## src/hw/rtl/cmasp_pkg.sv

```systemverilog
// Shared types, constants and command/status structs for the charge monitor.
package cmasp_pkg;

   localparam int SAMPLE_W = 12;
   localparam int DIV_W    = 29;
   localparam int MAG_W    = DIV_W + 1;
   localparam int SH_W     = 6;
   localparam int PROD_W   = DIV_W + MAG_W;

   localparam int ADC_DEN  = 4095;
   localparam int FILT_DEN = 20;
   localparam int PWR_DEN  = 1000;

   // Smallest b with 2**b >= den.
   function automatic int recip_bits(input int den);
      int b;
      b = 0;
      while ((1 << b) < den) b++;
      return b;
   endfunction

   // Reciprocal giving an exact floor division of any DIV_W-bit dividend by den.
   function automatic logic [MAG_W-1:0] recip_magic(input int den);
      logic [63:0] num;
      num = 64'd1 << (DIV_W + recip_bits(den));
      return MAG_W'((num + 64'(den) - 64'd1) / 64'(den));
   endfunction

   function automatic logic [SH_W-1:0] recip_shift(input int den);
      return SH_W'(DIV_W + recip_bits(den));
   endfunction

   localparam logic [1:0] CH_CURRENT = 2'd0;
   localparam logic [1:0] CH_VIN     = 2'd1;
   localparam logic [1:0] CH_VOUT    = 2'd2;

   localparam logic [DIV_W-1:0] SCALE_CUR  = DIV_W'(5000);
   localparam logic [DIV_W-1:0] SCALE_VIN  = DIV_W'(80000);
   localparam logic [DIV_W-1:0] SCALE_VOUT = DIV_W'(20000);
   localparam logic [DIV_W-1:0] FILT_TAP   = DIV_W'(19);

   localparam logic [MAG_W-1:0] MAG_ADC  = recip_magic(ADC_DEN);
   localparam logic [SH_W-1:0]  SH_ADC   = recip_shift(ADC_DEN);
   localparam logic [MAG_W-1:0] MAG_FILT = recip_magic(FILT_DEN);
   localparam logic [SH_W-1:0]  SH_FILT  = recip_shift(FILT_DEN);
   localparam logic [MAG_W-1:0] MAG_PWR  = recip_magic(PWR_DEN);
   localparam logic [SH_W-1:0]  SH_PWR   = recip_shift(PWR_DEN);

   typedef struct packed {
      logic [1:0]          channel;
      logic [SAMPLE_W-1:0] sample;
   } req_type;

   typedef struct packed {
      logic [12:0] current_ma;
      logic [16:0] input_voltage_mv;
      logic [14:0] output_voltage_mv;
      logic [18:0] power_mw;
   } rsp_type;

   typedef enum logic [2:0] {
      DIV_AVG  = 3'd0,
      DIV_CUR  = 3'd1,
      DIV_FILT = 3'd2,
      DIV_VIN  = 3'd3,
      DIV_VOUT = 3'd4,
      DIV_PWR  = 3'd5
   } div_sel_type;

   typedef struct packed {
      logic        accept;
      logic        div_start;
      div_sel_type start_sel;
      logic        store_en;
      div_sel_type store_sel;
      logic        load_out;
   } cmd_type;

   typedef struct packed {
      logic batch_end;
      logic avg_vout;
      logic div_busy;
      logic div_done;
      logic out_free;
   } status_type;

endpackage

```

## src/hw/rtl/charge_monitor_average_scale_power_core.sv

```systemverilog
// A sample that does not close a batch is taken without a stall, back to back.
// Closing a current or input-voltage batch stalls the input for the average divide.
// Closing an output-voltage batch runs six reciprocal divisions in turn (average, current,
// filter, input voltage, output voltage, power); the input stalls until the item is loaded
// into the result register, which waits while the previous item still sits there.
// Synchronous reset clears sums, counts, current/Vin averages, filter history, result valid.
module charge_monitor_average_scale_power_core
   import cmasp_pkg::*;
#(
   parameter int CURRENT_SAMPLES = 8,
   parameter int VIN_SAMPLES     = 8,
   parameter int VOUT_SAMPLES    = 8
)
(
   input  logic    clock,
   input  logic    reset,
   input  logic    req_valid,
   output logic    req_stall,
   input  req_type req_data,
   output logic    rsp_valid,
   input  logic    rsp_stall,
   output rsp_type rsp_data
);

   cmd_type    cmd;
   status_type status;

   cmasp_ctrl u_ctrl (
      .clock     (clock),
      .reset     (reset),
      .req_valid (req_valid),
      .req_stall (req_stall),
      .status    (status),
      .cmd       (cmd)
   );

   cmasp_datapath #(
      .CURRENT_SAMPLES (CURRENT_SAMPLES),
      .VIN_SAMPLES     (VIN_SAMPLES),
      .VOUT_SAMPLES    (VOUT_SAMPLES)
   ) u_datapath (
      .clock     (clock),
      .reset     (reset),
      .req_data  (req_data),
      .cmd       (cmd),
      .status    (status),
      .rsp_stall (rsp_stall),
      .rsp_valid (rsp_valid),
      .rsp_data  (rsp_data)
   );

endmodule

```

## src/hw/rtl/cmasp_div.sv

```systemverilog
// Constant divider by reciprocal multiplication, operands then product registered.
module cmasp_div
   import cmasp_pkg::*;
(
   input  logic             clock,
   input  logic             reset,
   input  logic             start,
   input  logic [DIV_W-1:0] dividend,
   input  logic [MAG_W-1:0] magic,
   input  logic [SH_W-1:0]  shift,
   output logic             busy,
   output logic             done,
   output logic [DIV_W-1:0] quotient
);

   logic              busy_ff, busy_in;
   logic              done_ff, done_in;
   logic [DIV_W-1:0]  op_ff, op_in;
   logic [MAG_W-1:0]  mag_ff, mag_in;
   logic [SH_W-1:0]   sh_ff, sh_in;
   logic [PROD_W-1:0] prod_ff, prod_in;
   logic [PROD_W-1:0] prod_sh;

   always_comb begin
      busy_in = busy_ff;
      done_in = done_ff;
      op_in   = op_ff;
      mag_in  = mag_ff;
      sh_in   = sh_ff;
      prod_in = prod_ff;
      if (start) begin
         busy_in = 1'b1;
         done_in = 1'b0;
         op_in   = dividend;
         mag_in  = magic;
         sh_in   = shift;
      end else if (busy_ff) begin
         // floor(x / d) is (x * m) >> s for every dividend below 2**DIV_W
         prod_in = PROD_W'(op_ff) * PROD_W'(mag_ff);
         busy_in = 1'b0;
         done_in = 1'b1;
      end
   end

   always_ff @(posedge clock) begin
      if (reset) begin
         busy_ff <= 1'b0;
         done_ff <= 1'b0;
      end else begin
         busy_ff <= busy_in;
         done_ff <= done_in;
      end
      op_ff   <= op_in;
      mag_ff  <= mag_in;
      sh_ff   <= sh_in;
      prod_ff <= prod_in;
   end

   assign prod_sh  = prod_ff >> sh_ff;

   assign busy     = busy_ff;
   assign done     = done_ff;
   assign quotient = prod_sh[DIV_W-1:0];

endmodule

```

## src/hw/rtl/cmasp_acc.sv

```systemverilog
// Per-channel sample accumulator with batch counter.
module cmasp_acc
   import cmasp_pkg::*;
#(
   parameter int SAMPLES = 8
)
(
   input  logic                clock,
   input  logic                reset,
   input  logic                add,
   input  logic [SAMPLE_W-1:0] sample,
   output logic                last,
   output logic [DIV_W-1:0]    sum_next
);

   localparam int CNT_W = (SAMPLES > 1) ? $clog2(SAMPLES) : 1;
   localparam int SUM_W = SAMPLE_W + $clog2(SAMPLES);
   localparam logic [CNT_W-1:0] LAST_CNT = CNT_W'(SAMPLES - 1);

   logic [SUM_W-1:0] sum_ff, sum_in;
   logic [CNT_W-1:0] count_ff, count_in;
   logic [SUM_W-1:0] sum_add;

   assign sum_add  = sum_ff + SUM_W'(sample);
   assign last     = (count_ff == LAST_CNT);
   assign sum_next = DIV_W'(sum_add);

   always_comb begin
      sum_in   = sum_ff;
      count_in = count_ff;
      if (add) begin
         // clear at batch end, the full sum goes to the divider
         if (last) begin
            sum_in   = '0;
            count_in = '0;
         end else begin
            sum_in   = sum_add;
            count_in = count_ff + CNT_W'(1);
         end
      end
   end

   always_ff @(posedge clock) begin
      if (reset) begin
         sum_ff   <= '0;
         count_ff <= '0;
      end else begin
         sum_ff   <= sum_in;
         count_ff <= count_in;
      end
   end

endmodule

```

## src/hw/rtl/cmasp_datapath.sv

```systemverilog
// Datapath: accumulators, scaling multiplies, shared divider and result register.
module cmasp_datapath
   import cmasp_pkg::*;
#(
   parameter int CURRENT_SAMPLES = 8,
   parameter int VIN_SAMPLES     = 8,
   parameter int VOUT_SAMPLES    = 8
)
(
   input  logic       clock,
   input  logic       reset,
   input  req_type    req_data,
   input  cmd_type    cmd,
   output status_type status,
   input  logic       rsp_stall,
   output logic       rsp_valid,
   output rsp_type    rsp_data
);

   localparam logic [MAG_W-1:0] MAG_AVG_CUR  = recip_magic(CURRENT_SAMPLES);
   localparam logic [SH_W-1:0]  SH_AVG_CUR   = recip_shift(CURRENT_SAMPLES);
   localparam logic [MAG_W-1:0] MAG_AVG_VIN  = recip_magic(VIN_SAMPLES);
   localparam logic [SH_W-1:0]  SH_AVG_VIN   = recip_shift(VIN_SAMPLES);
   localparam logic [MAG_W-1:0] MAG_AVG_VOUT = recip_magic(VOUT_SAMPLES);
   localparam logic [SH_W-1:0]  SH_AVG_VOUT  = recip_shift(VOUT_SAMPLES);

   logic             cur_last, vin_last, vout_last;
   logic [DIV_W-1:0] cur_sum, vin_sum, vout_sum;
   logic             div_busy, div_done;
   logic [DIV_W-1:0] quot;
   logic [DIV_W-1:0] dividend;
   logic [MAG_W-1:0] div_magic;
   logic [SH_W-1:0]  div_shift;
   logic [DIV_W-1:0] prod_cur, prod_filt, prod_vin, prod_vout, prod_pwr;
   logic             batch_end;

   logic [1:0]          ch_ff, ch_in;
   logic [SAMPLE_W-1:0] cur_avg_ff, cur_avg_in;
   logic [SAMPLE_W-1:0] vin_avg_ff, vin_avg_in;
   logic [SAMPLE_W-1:0] vout_avg_ff, vout_avg_in;
   logic [12:0]         filt_ff, filt_in;
   logic [16:0]         vin_ff, vin_in;
   logic [14:0]         vout_ff, vout_in;
   logic [12:0]         prev_ff, prev_in;
   logic                rsp_valid_ff, rsp_valid_in;
   rsp_type             rsp_data_ff, rsp_data_in;

   cmasp_acc #(.SAMPLES(CURRENT_SAMPLES)) u_acc_cur (
      .clock    (clock),
      .reset    (reset),
      .add      (cmd.accept && req_data.channel == CH_CURRENT),
      .sample   (req_data.sample),
      .last     (cur_last),
      .sum_next (cur_sum)
   );

   cmasp_acc #(.SAMPLES(VIN_SAMPLES)) u_acc_vin (
      .clock    (clock),
      .reset    (reset),
      .add      (cmd.accept && req_data.channel == CH_VIN),
      .sample   (req_data.sample),
      .last     (vin_last),
      .sum_next (vin_sum)
   );

   cmasp_acc #(.SAMPLES(VOUT_SAMPLES)) u_acc_vout (
      .clock    (clock),
      .reset    (reset),
      .add      (cmd.accept && req_data.channel == CH_VOUT),
      .sample   (req_data.sample),
      .last     (vout_last),
      .sum_next (vout_sum)
   );

   cmasp_div u_div (
      .clock    (clock),
      .reset    (reset),
      .start    (cmd.div_start),
      .dividend (dividend),
      .magic    (div_magic),
      .shift    (div_shift),
      .busy     (div_busy),
      .done     (div_done),
      .quotient (quot)
   );

   assign prod_cur  = DIV_W'(cur_avg_ff) * SCALE_CUR;
   assign prod_filt = DIV_W'(quot[12:0]) * FILT_TAP + DIV_W'(prev_ff);
   assign prod_vin  = DIV_W'(vin_avg_ff) * SCALE_VIN;
   assign prod_vout = DIV_W'(vout_avg_ff) * SCALE_VOUT;
   assign prod_pwr  = DIV_W'(vin_ff) * DIV_W'(filt_ff);

   always_comb begin
      unique case (req_data.channel)
         CH_CURRENT: batch_end = cur_last;
         CH_VIN:     batch_end = vin_last;
         CH_VOUT:    batch_end = vout_last;
         default:    batch_end = 1'b0;
      endcase
   end

   // operand select for the division being started
   always_comb begin
      dividend  = prod_cur;
      div_magic = MAG_ADC;
      div_shift = SH_ADC;
      unique case (cmd.start_sel)
         DIV_AVG: begin
            unique case (req_data.channel)
               CH_CURRENT: begin
                  dividend  = cur_sum;
                  div_magic = MAG_AVG_CUR;
                  div_shift = SH_AVG_CUR;
               end
               CH_VIN: begin
                  dividend  = vin_sum;
                  div_magic = MAG_AVG_VIN;
                  div_shift = SH_AVG_VIN;
               end
               default: begin
                  dividend  = vout_sum;
                  div_magic = MAG_AVG_VOUT;
                  div_shift = SH_AVG_VOUT;
               end
            endcase
         end
         DIV_CUR: begin
            dividend  = prod_cur;
            div_magic = MAG_ADC;
            div_shift = SH_ADC;
         end
         DIV_FILT: begin
            dividend  = prod_filt;
            div_magic = MAG_FILT;
            div_shift = SH_FILT;
         end
         DIV_VIN: begin
            dividend  = prod_vin;
            div_magic = MAG_ADC;
            div_shift = SH_ADC;
         end
         DIV_VOUT: begin
            dividend  = prod_vout;
            div_magic = MAG_ADC;
            div_shift = SH_ADC;
         end
         DIV_PWR: begin
            dividend  = prod_pwr;
            div_magic = MAG_PWR;
            div_shift = SH_PWR;
         end
      endcase
   end

   always_comb begin
      ch_in        = ch_ff;
      cur_avg_in   = cur_avg_ff;
      vin_avg_in   = vin_avg_ff;
      vout_avg_in  = vout_avg_ff;
      filt_in      = filt_ff;
      vin_in       = vin_ff;
      vout_in      = vout_ff;
      prev_in      = prev_ff;
      rsp_valid_in = rsp_valid_ff && rsp_stall;
      rsp_data_in  = rsp_data_ff;
      if (cmd.accept) begin
         ch_in = req_data.channel;
      end
      if (cmd.store_en) begin
         unique case (cmd.store_sel)
            DIV_AVG: begin
               unique case (ch_ff)
                  CH_CURRENT: cur_avg_in  = quot[SAMPLE_W-1:0];
                  CH_VIN:     vin_avg_in  = quot[SAMPLE_W-1:0];
                  default:    vout_avg_in = quot[SAMPLE_W-1:0];
               endcase
            end
            DIV_FILT: filt_in = quot[12:0];
            DIV_VIN:  vin_in  = quot[16:0];
            DIV_VOUT: vout_in = quot[14:0];
            DIV_CUR, DIV_PWR: begin
               // used straight from the divider
            end
         endcase
      end
      if (cmd.load_out) begin
         rsp_valid_in                  = 1'b1;
         rsp_data_in.current_ma        = filt_ff;
         rsp_data_in.input_voltage_mv  = vin_ff;
         rsp_data_in.output_voltage_mv = vout_ff;
         rsp_data_in.power_mw          = quot[18:0];
         prev_in                       = filt_ff;
      end
   end

   always_ff @(posedge clock) begin
      if (reset) begin
         cur_avg_ff   <= '0;
         vin_avg_ff   <= '0;
         prev_ff      <= '0;
         rsp_valid_ff <= 1'b0;
      end else begin
         cur_avg_ff   <= cur_avg_in;
         vin_avg_ff   <= vin_avg_in;
         prev_ff      <= prev_in;
         rsp_valid_ff <= rsp_valid_in;
      end
      ch_ff       <= ch_in;
      vout_avg_ff <= vout_avg_in;
      filt_ff     <= filt_in;
      vin_ff      <= vin_in;
      vout_ff     <= vout_in;
      rsp_data_ff <= rsp_data_in;
   end

   assign status.batch_end = batch_end;
   assign status.avg_vout  = (ch_ff == CH_VOUT);
   assign status.div_busy  = div_busy;
   assign status.div_done  = div_done;
   assign status.out_free  = !rsp_valid_ff || !rsp_stall;

   assign rsp_valid = rsp_valid_ff;
   assign rsp_data  = rsp_data_ff;

endmodule

```

## src/hw/rtl/cmasp_ctrl.sv

```systemverilog
// Controller: sequences accumulation, averaging and the scaling divisions.
module cmasp_ctrl
   import cmasp_pkg::*;
(
   input  logic       clock,
   input  logic       reset,
   input  logic       req_valid,
   output logic       req_stall,
   input  status_type status,
   output cmd_type    cmd
);

   typedef enum logic [6:0] {
      ST_IDLE = 7'b0000001,
      ST_AVG  = 7'b0000010,
      ST_CUR  = 7'b0000100,
      ST_FILT = 7'b0001000,
      ST_VIN  = 7'b0010000,
      ST_VOUT = 7'b0100000,
      ST_PWR  = 7'b1000000
   } state_type;

   state_type state_ff, state_in;

   always_comb begin
      state_in      = state_ff;
      cmd.accept    = 1'b0;
      cmd.div_start = 1'b0;
      cmd.start_sel = DIV_AVG;
      cmd.store_en  = 1'b0;
      cmd.store_sel = DIV_AVG;
      cmd.load_out  = 1'b0;
      unique case (state_ff)
         ST_IDLE: begin
            cmd.accept = req_valid;
            if (req_valid && status.batch_end) begin
               cmd.div_start = 1'b1;
               cmd.start_sel = DIV_AVG;
               state_in      = ST_AVG;
            end
         end
         ST_AVG: begin
            cmd.store_en  = status.div_done;
            cmd.store_sel = DIV_AVG;
            if (status.div_done) begin
               // only an output-voltage batch produces an item
               if (status.avg_vout) begin
                  cmd.div_start = 1'b1;
                  cmd.start_sel = DIV_CUR;
                  state_in      = ST_CUR;
               end else begin
                  state_in = ST_IDLE;
               end
            end
         end
         ST_CUR: begin
            cmd.store_sel = DIV_CUR;
            if (status.div_done) begin
               cmd.div_start = 1'b1;
               cmd.start_sel = DIV_FILT;
               state_in      = ST_FILT;
            end
         end
         ST_FILT: begin
            cmd.store_en  = status.div_done;
            cmd.store_sel = DIV_FILT;
            if (status.div_done) begin
               cmd.div_start = 1'b1;
               cmd.start_sel = DIV_VIN;
               state_in      = ST_VIN;
            end
         end
         ST_VIN: begin
            cmd.store_en  = status.div_done;
            cmd.store_sel = DIV_VIN;
            if (status.div_done) begin
               cmd.div_start = 1'b1;
               cmd.start_sel = DIV_VOUT;
               state_in      = ST_VOUT;
            end
         end
         ST_VOUT: begin
            cmd.store_en  = status.div_done;
            cmd.store_sel = DIV_VOUT;
            if (status.div_done) begin
               cmd.div_start = 1'b1;
               cmd.start_sel = DIV_PWR;
               state_in      = ST_PWR;
            end
         end
         ST_PWR: begin
            cmd.store_sel = DIV_PWR;
            // hold until the result register is free
            if (status.div_done && status.out_free) begin
               cmd.load_out = 1'b1;
               state_in     = ST_IDLE;
            end
         end
         default: state_in = ST_IDLE;
      endcase
   end

   always_ff @(posedge clock) begin
      if (reset) begin
         state_ff <= ST_IDLE;
      end else begin
         state_ff <= state_in;
      end
   end

   assign req_stall = (state_ff != ST_IDLE);

   a_start_idle_div: assert property (@(posedge clock) disable iff (reset)
      cmd.div_start |-> !status.div_busy)
      else $error("division started while divider busy");

   a_start_busy: assert property (@(posedge clock) disable iff (reset)
      cmd.div_start |=> status.div_busy)
      else $error("divider did not start");

   a_store_done: assert property (@(posedge clock) disable iff (reset)
      cmd.store_en |-> status.div_done)
      else $error("quotient stored before division finished");

endmodule

```

## config.mk

```make
export PLATFORM = sky130hd
export DESIGN_NAME = charge_monitor_average_scale_power_core
export DESIGN_NICKNAME = d
export VERILOG_FILES = /design/src/hw/rtl/cmasp_pkg.sv /design/src/hw/rtl/charge_monitor_average_scale_power_core.sv /design/src/hw/rtl/cmasp_div.sv /design/src/hw/rtl/cmasp_acc.sv /design/src/hw/rtl/cmasp_datapath.sv /design/src/hw/rtl/cmasp_ctrl.sv
export SDC_FILE = /design/constraint.sdc
export NUM_CORES = 2
export LEC_CHECK = 0
export BUFFER_PORTS_ARGS = -buffer_cell sky130_fd_sc_hd__buf_2
export CAP_MARGIN = 0
export CORE_ASPECT_RATIO = 0.7
export CORE_MARGIN = 3
export CORE_UTILIZATION = 50
export CTS_CLUSTER_SIZE = 20
export DETAILED_ROUTE_END_ITERATION = 12
export PLACE_DENSITY = 0.66
export SYNTH_ARGS = -nofsm -noshare
export SYNTH_HDL_FRONTEND = slang
export SYNTH_SLANG_ARGS = --single-unit
```

## constraint.sdc

```tcl
create_clock -name clock -period 14 [get_ports clock]
set_clock_uncertainty 0.15 [all_clocks]
set_input_delay 2.8 -clock clock [delete_from_list [all_inputs] [get_ports clock]]
set_output_delay 2.8 -clock clock [all_outputs]
set_load 0.005 [all_outputs]
```

# Yosys cells after proc, flatten, opt, wreduce, memory -nomap -nowiden
# Cells that the tools add are included.
# Widths: inputs -> output; s select.
dict set report word_totals {
  inputBits 18
  reg_bits 348
  out_inout_bits 66
  elab_cells 132
}
dict set report classes {
  add_sub_neg 7
  shift 1
  n_reduce_logical 25
  bitwise_logic 2
  n_mul 6
  mux 35
  n_eq_ne 30
}
# cell n
set op_table {}
lappend op_table {{$pmux 29 s6} 1}
lappend op_table {{$pmux 30 s4} 1}
lappend op_table {{$mul 12x10->22 const B} 3}
lappend op_table {{$mul 29x30->59} 1}
lappend op_table {{$shr 59x6->19} 1}
lappend op_table {{$mux 7} 7}
lappend op_table {{$pmux 7 s7} 1}
lappend op_table {{$add 15x12->15} 3}
lappend op_table {{$mux 15} 3}
lappend op_table {{$pmux 15 s2} 1}
lappend op_table {{$mul 17x13->29} 1}
lappend op_table {{$mux 4} 7}
lappend op_table {{$pmux 4 s6} 1}
lappend op_table {{$pmux 6 s4} 1}
lappend op_table {{$add 18x13->19} 1}
lappend op_table {{$eq 3x3->1 const B} 6}
lappend op_table {{$mul 13x5->18 const B} 1}
lappend op_table {{$pmux 3 s5} 1}
lappend op_table {{$ne 2x1->1 const B} 7}
lappend op_table {{$eq 3x2->1 const B} 4}
lappend op_table {{$mux 3} 4}
lappend op_table {{$add 3x1->3 const B} 3}
lappend op_table {{$reduce_and 3->1} 3}
lappend op_table {{$reduce_and 2->1} 4}
lappend op_table {{other kinds (23)} 40}

# Logic depth before layout (Yosys ltp)
dict set report depth {
  ltp_word 8
  mapped_depth 32
  mapped_depth_nobuf 28
}

# Hierarchy
# Synthesis repeated with hierarchy kept, for this count alone.
dict set report unflattened {
  cells_unflattened 6654
  area_unflattened_um2 61988.2
}
# mod cells_each n_inst seq_area_each_um2 area_each_um2
set modules_own_cells {}
lappend modules_own_cells {cmasp_div 3797 1 3763.6 35657.9}
lappend modules_own_cells {cmasp_datapath 2238 1 4454.3 21280.4}
lappend modules_own_cells {cmasp_acc 179 3 360.3 1495.2}
lappend modules_own_cells {cmasp_ctrl 82 1 140.1 564.3}

# Worst setup path before layout
# OpenSTA, ideal clock, no wires.
dict set report synth_path {
  kind {flip-flop to flip-flop}
  start {register u_datapath.u_div.mag_ff[23]}
  end {register u_datapath.u_div.prod_ff[56] (data pin)}
  path_stages_with_launch 29
  t_required_ns 13.592
  path_slack_ns 5.416
  n_path_buf 5
  t_arrival_ns 8.177
  period_less_slack_ns 8.584
  setup_time_ns 0.258
  path_cell_list {edfxtp_1 > clkbuf_1 > clkbuf_1 > clkbuf_1 > clkbuf_1 > clkbuf_1 > nand2_1 > fa_1 > inv_1 > fa_1 > fa_1 > inv_1 > fa_1 > inv_1 > fa_1 > fa_1 > fa_1 > fa_1 > ha_1 > a21o_1 > o21bai_1 > a2111oi_0 > a211oi_1 > o2111ai_1 > nand2_1 > a31o_2 > a21o_1 > a21oi_1 > xnor2_1}
}
dict set report synth_via {
  elab_chain_len 1
}
# item line
set synth_lines {}
lappend synth_lines {{start, declared} cmasp_div.sv:19} ;# logic [MAG_W-1:0] mag_ff, mag_in;
lappend synth_lines {{start signal, assigned} cmasp_div.sv:54} ;# mag_ff <= mag_in;
lappend synth_lines {{$mul 29x30->59} cmasp_div.sv:39} ;# prod_in = PROD_W'(op_ff) * PROD_W'(mag_ff);
lappend synth_lines {{end signal, assigned} cmasp_div.sv:56} ;# prod_ff <= prod_in;
lappend synth_lines {{end, declared} cmasp_div.sv:21} ;# logic [PROD_W-1:0] prod_ff, prod_in;
# Every way passes these cells.
# A chain may end at the register's enable or synchronous reset.

# Worst setup path after layout
dict set report layout_path {
  start {register u_datapath.u_div.mag_ff[12]}
  end {register u_datapath.u_div.prod_ff[56] (data pin)}
}
# Same word-level chain as after synthesis.

==> impl_results.md <==
* Largest family of logic cells by synthesized area: adder cells
* HPWL after DPL at 112.6 mm
* DRC at 0
* Post_cts resized at 0
* Most used cell, CP: fa_1
* Final setup viols at 0
* Full die area at 99530 um^2
* Critical Path AT at 9.43 ns
* Syn Inst Count at 4860
* Initial DRC count at 3563
* Worst Setup Start Kind: flop
* Post-CTS Setup Bufs at 0
* CTS Hold Bufs at 0
* VDD IR max at 0.1011 mV
* Max Cap Viol at 0
* Clk buf depth at 3
* Total power at 0.001803 W
* Final hold vios at 0
* #FFs+latches synth at 287
* Post-route clock period utilization at 65.87%
* Clk slew on worst S/H paths at 0.06 ns
* Synth Cell Area at 47860 um^2
* FP Rows at 94
* Buf/Inv on CP at 2
* Starting Density at 50.68%
* Post-route setup slack at 4.778 ns
* IO Port Bufs at 83
* Synthesized-area fraction occupied by xor and xnor cells at 2.818%
* Worst Path Max Fanout at 46
* Post-synthesis simple-gate area fraction at 10.06%
* Power per Cell Area at 35.70 nW/um^2
* Count leader, synth: inv_1
* WL final at 135.3 mm
* Via density per instance at 5.551
* Vias in the first global route at 34.13k
* Proportion of layout cells with a drive suffix above 1 at 4.065%
* CTS root buffer: clkbuf_16
* Grt total ovfl at 0
* Synth Area in Adders at 52.43%
* Io pins at 84
* Worst skew pair latency at 0.63 ns
* Rel. slew slack at 13.84%
* EDFF count, synth at 186
* Synth Area in Compound Gates at 8.078%
* Final nets at 6421
* Leakage power figure at 25.69 nW
* Synth cell types at 81
* WL/cell at 22.01 um
* Pre-CTS setup slack at 4.873 ns
* Die W at 375.8 um
* Synth Net Count at 6409
* Clock sinks at 287
* Synth async-reset ratio at 0%
* Die Ht at 264.9 um
* CP delay by family, top: adder cells
* Seq/Total Area, Yosys at 15.90%
* Yosys warnings at 0
* Crit. End Element: flop
* Antenna violations before repair at 10
* Synth top cells by count: inv_1 (1074), fa_1 (791), ha_1 (740)
* Fmax at 108.4 MHz
* First-pass GRT wire length at 208.3 mm
* H-tree depth at 1
* Vias at 34.11k
* GPL Wtd Cong at 0.9604
* Area Growth Syn to Fin at 5.540%
* TritonCTS buffer count at 29
* Primary FF master, synth: edfxtp_1
* Total GRT Usage at 27.59%
* Mux cell area share after synthesis at 1.187%
* Top cell type by total area after synthesis: fa_1
* Slew @ Worst Pin at 1.292 ns
* Post-synth top area share at 33.09%
* DR pass1 iterations at 8
* Top post-synthesis cells by area: fa_1 (33%), ha_1 (19%), edfxtp_1 (12%)
* Max Slew Vio Count at 0
* Avg Cell Area, Syn at 9.848 um^2
* Post-route ant nets at 0
* Largest net degree at the start of global routing at 63
* Setup CP Type: reg2reg
* Hold WS at 0.2695 ns
* Crit-path max cell delay at 0.81 ns
* RSZ-0062 raised after global routing: no
* Setup TNS at 0 ns
* Core area at 94440 um^2
* Worst Hold Class: reg2reg
* Final Critical Period at 9.222 ns
* Crit path required time at 14.21 ns
* Clock tree from TritonCTS: yes
* CP max-delay cell: edfxtp_1
* Status: finished, final reports clean
## layer usage
metal | track usage (%) | up-vias | wire length (um)
met5 | 0 | - | 13
met4 | 3.837 | 2 | 2086
met3 | 11.11 | 128 | 19390
met2 | 34.69 | 1633 | 48970
met1 | 44.27 | 16780 | 64810
li1 | - | 15570 | -
## flip-flops by register name, indices dropped and copies added, names as in the netlist, 15 cells and up
register and flops:
u_datapath.u_acc_cur.sum_ff 15, u_datapath.u_acc_vout.sum_ff 15, u_datapath.vin_ff 17, u_datapath.u_div.prod_ff 27
u_datapath.rsp_data 64, u_datapath.vout_ff 15, u_datapath.u_acc_vin.sum_ff 15, u_datapath.u_div.op_ff 29
## layout by cell type (no fill, tap or decap), drive strengths merged, types with 95 or more instances in the layout
cell type,instances
inv,1081
nand2,387
ha,740
xnor2,95
o21ai,100
a21oi,231
dfxtp,101
and2,173
edfxtp,186
nor2,217
fa,791
buf,114
## logic make-up (layout without fill, tap and decap cells)
group | count (synthesis) | count (layout)
other | 0 | 2
DFF | 287 | 287
adders and majority gates | 1531 | 1531
AOI/OAI and AO/OA | 605 | 605
buffers and inverters | 1210 | 1245
muxes | 53 | 53
xor gates and xnor gates | 154 | 154
and+or+nand+nor | 1020 | 1020
## per-stage QoR
stage                     util, %  area (um^2)  instances
after floorplan                 -        47860       4860
after global placement      52.48        49560       6089
after detailed placement    52.48        49560       6089
after CTS                   53.48        50510       6143
after global routing        53.48        50510       6143
final                       53.48        50510       6145
## worst reg2reg max path, delay by kind of cell, from the launching register on
family / cells / cell delay [ns]
AND/OR/NAND/NOR: 4 / 0.57
flip-flops: 1 / 0.81
buffers and inverters: 2 / 0.75
adder cells (fa/ha/maj): 9 / 3.57
XOR/XNOR: 2 / 0.26
AO/OA/AOI/OAI: 11 / 2.86
## path summary, 6_finish.rpt
kind	from	to	slack [ns]	depth (start not counted)
worst max-delay path	u_datapath.u_div.mag_ff[12]	u_datapath.u_div.prod_ff[56]	4.78	28
worst min-delay path	u_datapath.vout_ff[4]	u_datapath.rsp_data[23]	0.27	0
worst max register to register	u_datapath.u_div.mag_ff[12]	u_datapath.u_div.prod_ff[56]	4.78	28
worst min register to register	u_datapath.vout_ff[4]	u_datapath.rsp_data[23]	0.27	0
## power breakdown
group           total, W  internal (W)  switching, W
logic          0.0000912     0.0000344     0.0000567
registers       0.000901      0.000897    0.00000349
clock network   0.000812      0.000430      0.000382
## cell type report
type | count | area (um^2)
inverters | 1077 | 4044
repair buffers | 114 | 650.6
flip-flops and latches | 287 | 7607
clock inverters | 19 | 185.2
multi-input cells | 3363 | 35700
well taps | 1248 | 1562
clock buffers | 35 | 758.2
diodes | 2 | 5.005
fillers | 8491 | 43930
(Power assumes the default switching activity.)
